==> config.mk <==
export PLATFORM = sky130hd
export DESIGN_NAME = ipv4_header_check_classify_core_flat
export DESIGN_NICKNAME = d
export VERILOG_FILES = /design/src/ihcc_pkg.sv /design/src/ihcc_in_if.sv /design/src/ihcc_out_if.sv /design/src/ihcc_cfg_if.sv /design/src/ipv4_header_check_classify_core.sv /design/src/flat_wrapper.sv
export SDC_FILE = /design/constraint.sdc
export NUM_CORES = 1
export LEC_CHECK = 0
export BUFFER_PORTS_ARGS = -buffer_cell sky130_fd_sc_hd__clkbuf_2
export CORE_MARGIN = 2
export CORE_UTILIZATION = 53
export DETAILED_ROUTE_END_ITERATION = 8
export PLACE_DENSITY = 0.72
export SYNTH_ARGS = -nofsm -noshare
export SYNTH_HDL_FRONTEND = slang
export SYNTH_SLANG_ARGS = --single-unit
==> constraint.sdc <==
create_clock -name clk -period 12.44 [get_ports clk]
set_input_delay 3.11 -clock clk [delete_from_list [all_inputs] [get_ports clk]]
set_output_delay 3.11 -clock clk [all_outputs]
set_load 0.02 [all_outputs]
==> src/ihcc_pkg.sv <==
`timescale 1ns / 1ps
package ihcc_pkg;

  localparam int DATA_W      = 8;
  localparam int STATUS_W    = 4;
  localparam int ACTION_W    = 2;
  localparam int ADDR_W      = 32;
  localparam int HDR_BYTES_W = 6;
  localparam int PKT_LEN_W   = 16;
  localparam int COUNT_W     = 17;
  localparam int CFG_INDEX_W = 1;
  localparam int CFG_DATA_W  = 32;

  localparam logic [COUNT_W-1:0]   COUNT_MAX      = '1;
  localparam logic [COUNT_W-1:0]   MIN_HDR_LEN    = 17'd20;
  localparam logic [3:0]           IPV4_VER       = 4'd4;
  localparam logic [ADDR_W-1:0]    BROADCAST_ADDR = '1;
  localparam logic [PKT_LEN_W-1:0] SUM_GOOD       = '1;

  // byte offsets inside the header
  localparam logic [COUNT_W-1:0] OFS_VER_IHL  = 17'd0;
  localparam logic [COUNT_W-1:0] OFS_TLEN_HI  = 17'd2;
  localparam logic [COUNT_W-1:0] OFS_TLEN_LO  = 17'd3;
  localparam logic [COUNT_W-1:0] OFS_TTL      = 17'd8;
  localparam logic [COUNT_W-1:0] OFS_PROTO    = 17'd9;
  localparam logic [COUNT_W-1:0] OFS_SRC_LO   = 17'd12;
  localparam logic [COUNT_W-1:0] OFS_SRC_HI   = 17'd15;
  localparam logic [COUNT_W-1:0] OFS_DST_LO   = 17'd16;
  localparam logic [COUNT_W-1:0] OFS_DST_HI   = 17'd19;

  localparam logic [7:0] PROTO_ICMP = 8'd1;
  localparam logic [7:0] PROTO_TCP  = 8'd6;
  localparam logic [7:0] PROTO_UDP  = 8'd17;

  typedef enum logic [CFG_INDEX_W-1:0] {
    REG_LOCAL_ADDRESS     = 1'd0,
    REG_MAX_PACKET_LENGTH = 1'd1
  } cfg_reg_t;

  typedef enum logic [STATUS_W-1:0] {
    ST_OK        = 4'd0,
    ST_TOO_SMALL = 4'd1,
    ST_TOO_BIG   = 4'd2,
    ST_VERSION   = 4'd3,
    ST_IHL       = 4'd4,
    ST_CHECKSUM  = 4'd5,
    ST_PROTOCOL  = 4'd6,
    ST_TOT_LEN   = 4'd7,
    ST_TTL       = 4'd8
  } status_t;

  typedef enum logic [ACTION_W-1:0] {
    ACT_DROP        = 2'd0,
    ACT_DELIVER     = 2'd1,
    ACT_ICMP_PROTO  = 2'd2,
    ACT_ICMP_TTL    = 2'd3
  } action_t;

endpackage

==> src/ihcc_in_if.sv <==
`timescale 1ns / 1ps
interface ihcc_in_if
  import ihcc_pkg::*;
();
  logic              valid;
  logic              ready;
  logic [DATA_W-1:0] data_byte;
  logic              last_byte;

  modport source (output valid, output data_byte, output last_byte, input ready);
  modport sink   (input valid, input data_byte, input last_byte, output ready);
endinterface

==> src/ihcc_out_if.sv <==
`timescale 1ns / 1ps
interface ihcc_out_if
  import ihcc_pkg::*;
();
  logic                   valid;
  logic                   ready;
  logic [STATUS_W-1:0]    status;
  logic [ACTION_W-1:0]    action;
  logic [ADDR_W-1:0]      reply_address;
  logic [HDR_BYTES_W-1:0] header_bytes;

  modport source (output valid, output status, output action, output reply_address,
                  output header_bytes, input ready);
  modport sink   (input valid, input status, input action, input reply_address,
                  input header_bytes, output ready);
endinterface

==> src/ihcc_cfg_if.sv <==
`timescale 1ns / 1ps
interface ihcc_cfg_if
  import ihcc_pkg::*;
();
  logic                   valid;
  logic                   ready;
  logic [CFG_INDEX_W-1:0] index;
  logic [CFG_DATA_W-1:0]  data;

  modport source (output valid, output index, output data, input ready);
  modport sink   (input valid, input index, input data, output ready);
endinterface

==> src/ipv4_header_check_classify_core.sv <==
`timescale 1ns / 1ps
// IPv4 header check and classify. Packet bytes enter on in_ch one per transfer, header
// first, with last_byte set on the final byte; one verdict per packet leaves on out_ch
// (status, action, source address as reply_address, and IHL times four). The block
// takes one byte every cycle unless stalled: a byte sits in the input register, its
// header capture and checksum add are done there, and on the last byte the verdict
// is written to the result register, from which it is presented on out_ch. The input
// side stalls only when a last byte is waiting and the result register still holds an
// untaken result. cfg_ch is always ready; index 0 writes local_address, index 1 writes
// max_packet_length. Writes are to be made only while no packet is in flight; the
// user must keep to this, as the block itself does not enforce it.
module ipv4_header_check_classify_core
  import ihcc_pkg::*;
(
  input  logic              clk,
  input  logic              rst_n,
  ihcc_in_if.sink           in_ch,
  ihcc_out_if.source        out_ch,
  ihcc_cfg_if.sink          cfg_ch
);

  // configuration
  logic [ADDR_W-1:0]    local_addr_r;
  logic [PKT_LEN_W-1:0] max_len_r;

  // input register
  logic              s1_valid_r;
  logic [DATA_W-1:0] s1_data_r;
  logic              s1_last_r;

  // per-packet state
  logic [COUNT_W-1:0]   count_r,  count_nxt;
  logic [PKT_LEN_W-1:0] sum_r,    sum_nxt;
  logic [7:0]           hold_r,   hold_nxt;
  logic [7:0]           vi_r,     vi_nxt;
  logic [PKT_LEN_W-1:0] tlen_r,   tlen_nxt;
  logic [7:0]           ttl_r,    ttl_nxt;
  logic [7:0]           proto_r,  proto_nxt;
  logic [ADDR_W-1:0]    src_r,    src_nxt;
  logic [ADDR_W-1:0]    dst_r,    dst_nxt;

  // result register
  logic                   out_valid_r;
  status_t                status_r, status_nxt;
  action_t                action_r, action_nxt;
  logic [ADDR_W-1:0]      reply_r;
  logic [HDR_BYTES_W-1:0] hbytes_r, hl;

  logic                   out_free, s1_go, pkt_end, in_xfer;
  logic [PKT_LEN_W:0]     sum_wide;
  logic                   proto_ok, dst_match;

  assign out_free = !out_valid_r || out_ch.ready;
  assign s1_go    = s1_valid_r && (!s1_last_r || out_free);
  assign pkt_end  = s1_go && s1_last_r;
  assign in_ch.ready = !s1_valid_r || s1_go;
  assign in_xfer  = in_ch.valid && in_ch.ready;
  assign cfg_ch.ready = 1'b1;

  always_ff @(posedge clk) begin
    if (!rst_n) begin
      local_addr_r <= '0;
      max_len_r    <= '1;
    end else if (cfg_ch.valid) begin
      case (cfg_ch.index)
        REG_LOCAL_ADDRESS:     local_addr_r <= cfg_ch.data;
        REG_MAX_PACKET_LENGTH: max_len_r    <= cfg_ch.data[PKT_LEN_W-1:0];
        default: ;
      endcase
    end
  end

  always_ff @(posedge clk) begin
    if (!rst_n) begin
      s1_valid_r <= 1'b0;
    end else if (in_ch.ready) begin
      s1_valid_r <= in_ch.valid;
    end
  end

  always_ff @(posedge clk) begin
    if (in_xfer) begin
      s1_data_r <= in_ch.data_byte;
      s1_last_r <= in_ch.last_byte;
    end
  end

  // header capture, checksum and verdict for the byte in the input register
  always_comb begin
    vi_nxt    = vi_r;
    tlen_nxt  = tlen_r;
    ttl_nxt   = ttl_r;
    proto_nxt = proto_r;
    src_nxt   = src_r;
    dst_nxt   = dst_r;
    hold_nxt  = hold_r;
    sum_nxt   = sum_r;

    if (count_r == OFS_VER_IHL) vi_nxt = s1_data_r;
    if (count_r == OFS_TLEN_HI) tlen_nxt = {s1_data_r, tlen_r[7:0]};
    if (count_r == OFS_TLEN_LO) tlen_nxt = {tlen_r[15:8], s1_data_r};
    if (count_r == OFS_TTL)     ttl_nxt = s1_data_r;
    if (count_r == OFS_PROTO)   proto_nxt = s1_data_r;
    if (count_r >= OFS_SRC_LO && count_r <= OFS_SRC_HI) src_nxt = {src_r[23:0], s1_data_r};
    if (count_r >= OFS_DST_LO && count_r <= OFS_DST_HI) dst_nxt = {dst_r[23:0], s1_data_r};

    hl = {vi_nxt[3:0], 2'b00};

    // end-around carry add over header words
    sum_wide = {1'b0, sum_r} + {1'b0, hold_r, s1_data_r};
    if (count_r < COUNT_W'(hl)) begin
      if (!count_r[0]) hold_nxt = s1_data_r;
      else             sum_nxt  = sum_wide[PKT_LEN_W-1:0] + PKT_LEN_W'(sum_wide[PKT_LEN_W]);
    end

    count_nxt = (count_r == COUNT_MAX) ? count_r : count_r + 1'b1;

    proto_ok  = (proto_nxt == PROTO_ICMP) || (proto_nxt == PROTO_TCP) ||
                (proto_nxt == PROTO_UDP);
    dst_match = (dst_nxt == local_addr_r) || (dst_nxt == BROADCAST_ADDR);

    if (count_nxt < MIN_HDR_LEN)                                  status_nxt = ST_TOO_SMALL;
    else if (count_nxt > {1'b0, max_len_r})                       status_nxt = ST_TOO_BIG;
    else if (vi_nxt[7:4] != IPV4_VER)                             status_nxt = ST_VERSION;
    else if (COUNT_W'(hl) < MIN_HDR_LEN || count_nxt < COUNT_W'(hl))
                                                                  status_nxt = ST_IHL;
    else if (sum_nxt != SUM_GOOD)                                 status_nxt = ST_CHECKSUM;
    else if (!proto_ok)                                           status_nxt = ST_PROTOCOL;
    else if (tlen_nxt < PKT_LEN_W'(hl) || count_nxt < {1'b0, tlen_nxt})
                                                                  status_nxt = ST_TOT_LEN;
    else if (ttl_nxt <= 8'd1)                                     status_nxt = ST_TTL;
    else                                                          status_nxt = ST_OK;

    if (status_nxt == ST_OK)                             action_nxt = ACT_DELIVER;
    else if (dst_match && status_nxt == ST_PROTOCOL)     action_nxt = ACT_ICMP_PROTO;
    else if (dst_match && status_nxt == ST_TTL)          action_nxt = ACT_ICMP_TTL;
    else                                                 action_nxt = ACT_DROP;
  end

  always_ff @(posedge clk) begin
    if (!rst_n || pkt_end) begin
      count_r <= '0;
      sum_r   <= '0;
      hold_r  <= '0;
      vi_r    <= '0;
      tlen_r  <= '0;
      ttl_r   <= '0;
      proto_r <= '0;
      src_r   <= '0;
      dst_r   <= '0;
    end else if (s1_go) begin
      count_r <= count_nxt;
      sum_r   <= sum_nxt;
      hold_r  <= hold_nxt;
      vi_r    <= vi_nxt;
      tlen_r  <= tlen_nxt;
      ttl_r   <= ttl_nxt;
      proto_r <= proto_nxt;
      src_r   <= src_nxt;
      dst_r   <= dst_nxt;
    end
  end

  always_ff @(posedge clk) begin
    if (!rst_n) begin
      out_valid_r <= 1'b0;
    end else if (pkt_end) begin
      out_valid_r <= 1'b1;
    end else if (out_ch.ready) begin
      out_valid_r <= 1'b0;
    end
  end

  always_ff @(posedge clk) begin
    if (pkt_end) begin
      status_r <= status_nxt;
      action_r <= action_nxt;
      reply_r  <= src_nxt;
      hbytes_r <= hl;
    end
  end

  assign out_ch.valid         = out_valid_r;
  assign out_ch.status        = status_r;
  assign out_ch.action        = action_r;
  assign out_ch.reply_address = reply_r;
  assign out_ch.header_bytes  = hbytes_r;

endmodule

==> src/flat_wrapper.sv <==
// flat-port wrapper written by rule: the top's interface ports become plain ports
module ipv4_header_check_classify_core_flat import ihcc_pkg::*;
  (clk, rst_n, in_ch_valid, in_ch_data_byte, in_ch_last_byte, in_ch_ready, out_ch_valid, out_ch_status, out_ch_action, out_ch_reply_address, out_ch_header_bytes, out_ch_ready, cfg_ch_valid, cfg_ch_index, cfg_ch_data, cfg_ch_ready);
  ihcc_in_if in_ch_i ();
  ihcc_out_if out_ch_i ();
  ihcc_cfg_if cfg_ch_i ();
  input  logic clk;
  input  logic rst_n;
  input wire logic [$bits(in_ch_i.valid)-1:0] in_ch_valid;
  input wire logic [$bits(in_ch_i.data_byte)-1:0] in_ch_data_byte;
  input wire logic [$bits(in_ch_i.last_byte)-1:0] in_ch_last_byte;
  output wire logic [$bits(in_ch_i.ready)-1:0] in_ch_ready;
  output wire logic [$bits(out_ch_i.valid)-1:0] out_ch_valid;
  output wire logic [$bits(out_ch_i.status)-1:0] out_ch_status;
  output wire logic [$bits(out_ch_i.action)-1:0] out_ch_action;
  output wire logic [$bits(out_ch_i.reply_address)-1:0] out_ch_reply_address;
  output wire logic [$bits(out_ch_i.header_bytes)-1:0] out_ch_header_bytes;
  input wire logic [$bits(out_ch_i.ready)-1:0] out_ch_ready;
  input wire logic [$bits(cfg_ch_i.valid)-1:0] cfg_ch_valid;
  input wire logic [$bits(cfg_ch_i.index)-1:0] cfg_ch_index;
  input wire logic [$bits(cfg_ch_i.data)-1:0] cfg_ch_data;
  output wire logic [$bits(cfg_ch_i.ready)-1:0] cfg_ch_ready;
  assign in_ch_i.valid = in_ch_valid;
  assign in_ch_i.data_byte = in_ch_data_byte;
  assign in_ch_i.last_byte = in_ch_last_byte;
  assign in_ch_ready = in_ch_i.ready;
  assign out_ch_valid = out_ch_i.valid;
  assign out_ch_status = out_ch_i.status;
  assign out_ch_action = out_ch_i.action;
  assign out_ch_reply_address = out_ch_i.reply_address;
  assign out_ch_header_bytes = out_ch_i.header_bytes;
  assign out_ch_i.ready = out_ch_ready;
  assign cfg_ch_i.valid = cfg_ch_valid;
  assign cfg_ch_i.index = cfg_ch_index;
  assign cfg_ch_i.data = cfg_ch_data;
  assign cfg_ch_ready = cfg_ch_i.ready;
  ipv4_header_check_classify_core u_core (.clk(clk), .rst_n(rst_n), .in_ch(in_ch_i), .out_ch(out_ch_i), .cfg_ch(cfg_ch_i));
endmodule
==> flow_summary.toml, run 1 <==
[status]
status = "completed"

[min_path]
min_path_cells = 2
min_to = "u_core.src_r[28]$_SDFFE_PP0P_"
hold_path.class = "flop to flop"
hold_path_startpoint = "u_core.src_r[28]$_SDFFE_PP0P_"

[finish]
final-instance-count-excl-fill = 1937
final_common_cell = "nand2_1"
nFillCells = 2148
areaGrowthSynthToFinish_pct = 10.9
drive_above_1_share = 0.123
final_cell_mix = "305 x nand2_1, 194 x dfxtp_1, 132 x a21oi_1"
final_nets = 1702
antenna_cells = 0

[timing]
finClkSkew_ns = 0.0137
period_needed_ns = 6.84
worstMarginPinSlew_ns = 1.28
slew_headroom = 0.136
setup_viol = 0
post-route-period-util = 0.550
hold_violations = 0
rsz0062_at_grt = "no"
tns_ns = 0
clock.fmax_mhz = 146
slew_violations = 0

[logic_synthesis]
yosysWarnings = 0
synth_ff_type = "dfxtp_1"
avgSynthCellArea_um2 = 8.52
yosysSeqAreaShare = 0.408
syn_inst = 1559
synth-edff-count = 51
ys_types = 72
async_flop_share = 0
syn_area_um2 = 13300
synth-seq-cells = 245

[die]
die-width_um = 162
start_util = 0.543
core-area_um2 = 24500
rows = 57
die_y_um = 162
io_pins = 94
dieArea_um2 = 26400

[route]
ant_nets = 0
drtIter0Drc = 829
drt-total-wl_mm = 34.0
viasPerCell = 5.83
drt_pre_antenna_iters = 5
wl_per_cell_um = 17.5
drc = 0
vias = 11288

[place]
port-buffer-count = 90
place_inst = 1889
gp_congestion = 0.966
hpwl_mm = 23.5

[flow_run]
cap_violations = 0

[clock_network]
post_cts.repair.setup_buffers = 0
ctsResizeCount = 0
clock_latency_ns = 0.54
cts_sinks = 245
cts_root_buf = "clkbuf_16"
cts_tree = "done"
cts.path.max_buffers = 3
cts_made_buffers = 27
htree_levels = 1
clk_pin_slew_ns = 0.06
cts_hold_buf = 0

[worst_setup_path]
cp_slowest_cell = "nor2b_1"
timing.rr.end = "u_core.out_ch.action[0]$_SDFFCE_PN1P_"
crit_path_start_kind = "input port"
timing.critical_path.mode_cell = "clkbuf_2"
required_ns = 9.33
rrSetupSlack_ns = 6.41
path_cells = "clkbuf_2, nor2b_1, nand3_1, clkbuf_2"
critical_path_class = "input port to output pin"
timing.rr.start = "u_core.s1_data_r[0]$_DFFE_PP_"
cpPeakStageDelay_ns = 0.24
rr_worst_depth = 19
startpoint = "out_ch_ready"
critical_path.max_fanout = 4
cp_data_arrival_time_ns = 3.73
end_kind = "output pin"

[global_routing]
grtUsageMet2 = 0.416
grt_pass1_wl_mm = 54.9
gr-usage-met1 = 0.360
grt_pass1_vias = 10507
grt_overflow = 0
antenna_found_initial = 0
grt_usage = 0.255
grt_util_met3 = 0.0349
grt_max_degree = 80
grt.busiest_layer = "met2"

[power_and_ir_drop]
cellLeakagePower_nw = 5.79
power.total_w = 0.00179
vdd.ir_drop.worst_uv = 89.3
power.density_nw_per_um2 = 122
[Yosys cell counts, types with 32 or more instances]
master,n,area share
a21oi_1,132,0.050
nand4_1,32,0.015
inv_1,54,0.015
xnor2_1,45,0.030
mux2i_1,48,0.036
dfxtp_1,194,0.29
nand2_1,305,0.086
nor2_1,90,0.025
ha_1,60,0.056
mux2_2,34,0.029
edfxtp_1,51,0.12
a21boi_0,35,0.020
clkbuf_1,89,0.025
xor2_1,35,0.023
o21ai_0,40,0.015
[state kept, by name, indices dropped and copies added, names as in the netlist, 16 cells and up]
signal / count
u_core.count_r: 17
u_core.dst_r: 32
u_core.local_addr_r: 32
u_core.max_len_r: 16
u_core.out_ch.reply_address: 32
u_core.src_r: 32
u_core.sum_r: 16
u_core.tlen_r: 16
[logic make-up (layout without fill, tap and decap cells)]
family | count (synthesis) | in the layout | synth area share
flip-flops | 245 | 245 | 0.408
buffers and inverters | 153 | 206 | 0.0449
other | 2 | 3 | 0.000565
AO/OA/AOI/OAI | 342 | 342 | 0.164
multiplexers | 82 | 82 | 0.0650
AND/OR/NAND/NOR | 594 | 594 | 0.208
adder cells (fa/ha/maj) | 61 | 61 | 0.0580
XOR/XNOR | 80 | 80 | 0.0527
[through the flow]
stage	util	area, um^2	setup WS, ns	hold WS, ns
2_1_floorplan	-	13300	5.80	0.431
3_3_place_gp	0.567	13900	5.66	0.439
3_5_place_dp	0.567	13900	5.61	0.446
4_1_cts	0.602	14700	5.61	0.454
5_1_grt	0.602	14700	5.55	0.476
6_report	0.602	14700	5.60	0.454
[where the power goes]
part / internal (W) / switching, W / leakage (nW)
logic: 0.0000613 / 0.000107 / 3.30
registers: 0.000830 / 0.0000165 / 2.07
clock network: 0.000465 / 0.000314 / 0.417
total: 0.00136 / 0.000437 / 5.79
[per-layer routing]
metal,vias up,wire (um)
li1,5579,-
met1,5311,15700
met2,345,15600
met3,53,2000
met4,0,762
met5,-,0
[worst max-delay path: cells and delay by family]
family	cells	cell delay, ns
buffers and inverters	2	0.25
and+or+nand+nor	2	0.37
[worst max path at each step]
stage | end | slack (ns) | cells after the start
2_1_floorplan | in_ch_ready | 5.80 | 2
6_report | in_ch_ready | 5.60 | 4
5_1_grt | in_ch_ready | 5.55 | 4
4_1_cts | in_ch_ready | 5.61 | 4
3_3_place_gp | in_ch_ready | 5.66 | 4
3_5_place_dp | in_ch_ready | 5.61 | 4
[final cells by class]
| type | instances | area (um^2) | share of cell area |
|---|---|---|---|
| clock buffer | 40 | 764 | 0.0519 |
| clock inverter | 8 | 103 | 0.00696 |
| inverter | 54 | 203 | 0.0138 |
| multi-input combinational | 1162 | 7290 | 0.495 |
| sequential | 245 | 5420 | 0.367 |
| tap | 324 | 405 | 0.0275 |
| timing repair buffer | 104 | 556 | 0.0377 |
Power figures use the tool's default switching activity.
==> inputs of run 2 (changes only) <==
--- a/config.mk
+++ b/config.mk
@@ -9,7 +9,7 @@
 export CORE_MARGIN = 2
 export CORE_UTILIZATION = 53
 export DETAILED_ROUTE_END_ITERATION = 8
-export PLACE_DENSITY = 0.72
+export PLACE_DENSITY = 0.75
 export SYNTH_ARGS = -nofsm -noshare
 export SYNTH_HDL_FRONTEND = slang
 export SYNTH_SLANG_ARGS = --single-unit
==> constraint.sdc (replaced) <==
create_clock -name clk -period 6.2 [get_ports clk]
set_input_delay 1.55 -clock clk [delete_from_list [all_inputs] [get_ports clk]]
set_output_delay 1.55 -clock clk [all_outputs]
set_load 0.02 [all_outputs]
==> run 2 against run 1 <==
Via count grew 1.9%; register-to-register slack got worse by 5.7 ns; critical path depth rose by 15; global-route usage grew 0.87 points; clock-buffer cell count fell by 5; first-iteration DRC count up 19%; combinational power grew 110%; clock skew decreased by 0.00097 ns; sequential share of layout area down 0.32 points; largest power group unchanged; die area did not move; critical endpoint is now u_core.out_ch.action[0]$_SDFFCE_PN1P_; clock power grew 110%; design area increased by 0.89%.
==> flow_summary.toml, run 2 (synthesized netlist as in run 1, its figures left out) <==
[status]
status = "completed"

[worst_setup_path]
critical_path_class = "flop to flop"
timing.critical_path.mode_cell = "ha_1"
cp_slowest_cell = "or4b_4"
rr_worst_depth = 19
path_cells = "ha_1, fa_1, a211oi_1, o211ai_1, a31oi_1, o21bai_1, a21oi_1, nor2b_1, o21ai_0, nand2b_1, ha_1, and3_1, nand4b_1, a21boi_0, nand4_1, or3_1, o41a_1, or4b_4, a2111oi_1"
cp_data_arrival_time_ns = 5.84
required_ns = 6.52
crit_path_start_kind = "flop"
critical_path.max_fanout = 4
end_kind = "flop"
cpPeakStageDelay_ns = 0.57

[clock_network]
cts_tree = "done"
cts_sinks = 245
post_cts.repair.setup_buffers = 0
clock_latency_ns = 0.54
clk_pin_slew_ns = 0.06
cts_made_buffers = 28
htree_levels = 1
cts_hold_buf = 0
cts.path.max_buffers = 3
cts_root_buf = "clkbuf_16"
ctsResizeCount = 0

[place]
gp_congestion = 0.990
port-buffer-count = 90
place_inst = 1896
hpwl_mm = 24.4

[timing]
clock.fmax_mhz = 181
rsz0062_at_grt = "no"
period_needed_ns = 5.52
slew_headroom = 0.174
slew_violations = 0
post-route-period-util = 0.890
finClkSkew_ns = 0.0128
setup_viol = 0
hold_violations = 0
worstMarginPinSlew_ns = 1.23
tns_ns = 0

[route]
drc = 0
drtIter0Drc = 983
drt-total-wl_mm = 35.2
wl_per_cell_um = 18.1
viasPerCell = 5.90
drt_pre_antenna_iters = 7
vias = 11500
ant_nets = 0

[die]
rows = 57
core-area_um2 = 24500
dieArea_um2 = 26400
start_util = 0.543
die_y_um = 162
die-width_um = 162
io_pins = 94

[power_and_ir_drop]
vdd.ir_drop.worst_uv = 210
power.total_w = 0.00370
cellLeakagePower_nw = 5.88
power.density_nw_per_um2 = 249

[finish]
final_cell_mix = "305 x nand2_1, 194 x dfxtp_1, 132 x a21oi_1"
areaGrowthSynthToFinish_pct = 11.9
final-instance-count-excl-fill = 1948
final_nets = 1710
antenna_cells = 0
drive_above_1_share = 0.133
final_common_cell = "nand2_1"
nFillCells = 2065

[flow_run]
cap_violations = 0

[global_routing]
grt_max_degree = 83
grt_overflow = 0
grt_pass1_wl_mm = 56.5
grt_usage = 0.264
antenna_found_initial = 0
grt_pass1_vias = 10731

[min_path]
min_path_cells = 2
hold_path.class = "flop to flop"
==> run 2: cell types whose count changed in the layout (fill, tap and decap cells not counted), sizes merged <==
cell      change
buf           +7
clkbuf        -5
bufinv        -1
clkinvlp      +2
inv           +4
clkinv        +4
==> run 2: worst max-delay path: cells and delay by family, from the launching register on <==
family	cells	cell delay, ns
adder cells (fa/ha/maj)	3	0.87
AND/OR/NAND/NOR	7	1.67
flip-flops	1	0.40
AO/OA/AOI/OAI	9	2.39
==> run 2: metrics by stage <==
step / instance area [um^2] / setup slack [ns] / hold slack [ns] / util
after floorplan: 13300 / 1.35 / 0.431 / -
after global placement: 13900 / 0.912 / 0.438 / 0.569
after detailed placement: 13900 / 0.816 / 0.445 / 0.569
after CTS: 14900 / 0.789 / 0.453 / 0.608
after global routing: 14900 / 0.351 / 0.467 / 0.608
final: 14900 / 0.685 / 0.453 / 0.608
==> run 2: routing by layer <==
layer / global-route usage / up-vias / part of all wire
li1: - / 5582 / -
met1: 0.380 / 5423 / 0.46
met2: 0.420 / 435 / 0.45
met3: 0.0341 / 60 / 0.065
met4: 0.0716 / 0 / 0.024
met5: 0 / - / 0
==> run 2: cell type report <==
class,instances,area [um^2],share of cell area
Inverter,54,203,0.0136
Sequential cell,245,5420,0.364
Clock buffer,35,808,0.0544
Multi-Input combinational cell,1162,7290,0.490
Tap cell,324,405,0.0273
Clock inverter,17,138,0.00926
Timing Repair Buffer,111,608,0.0409
==> run 2: power breakdown <==
| part | internal, W | leakage (nW) | switching, W |
|---|---|---|---|
| logic | 0.000125 | 3.34 | 0.000220 |
| clock network | 0.000971 | 0.461 | 0.000689 |
| registers | 0.00167 | 2.08 | 0.0000294 |
| total | 0.00276 | 5.88 | 0.000939 |
==> run 2: final timing paths <==
| path | startpoint | to | slack [ns] |
|---|---|---|---|
| worst max-delay path | u_core.s1_data_r[0]$_DFFE_PP_ | u_core.out_ch.action[0]$_SDFFCE_PN1P_ | 0.68 |
| worst min-delay path | u_core.proto_r[6]$_SDFFE_PP0P_ | u_core.proto_r[6]$_SDFFE_PP0P_ | 0.45 |
| worst max register to register | u_core.s1_data_r[0]$_DFFE_PP_ | u_core.out_ch.action[0]$_SDFFCE_PN1P_ | 0.68 |
| worst min register to register | u_core.proto_r[6]$_SDFFE_PP0P_ | u_core.proto_r[6]$_SDFFE_PP0P_ | 0.45 |
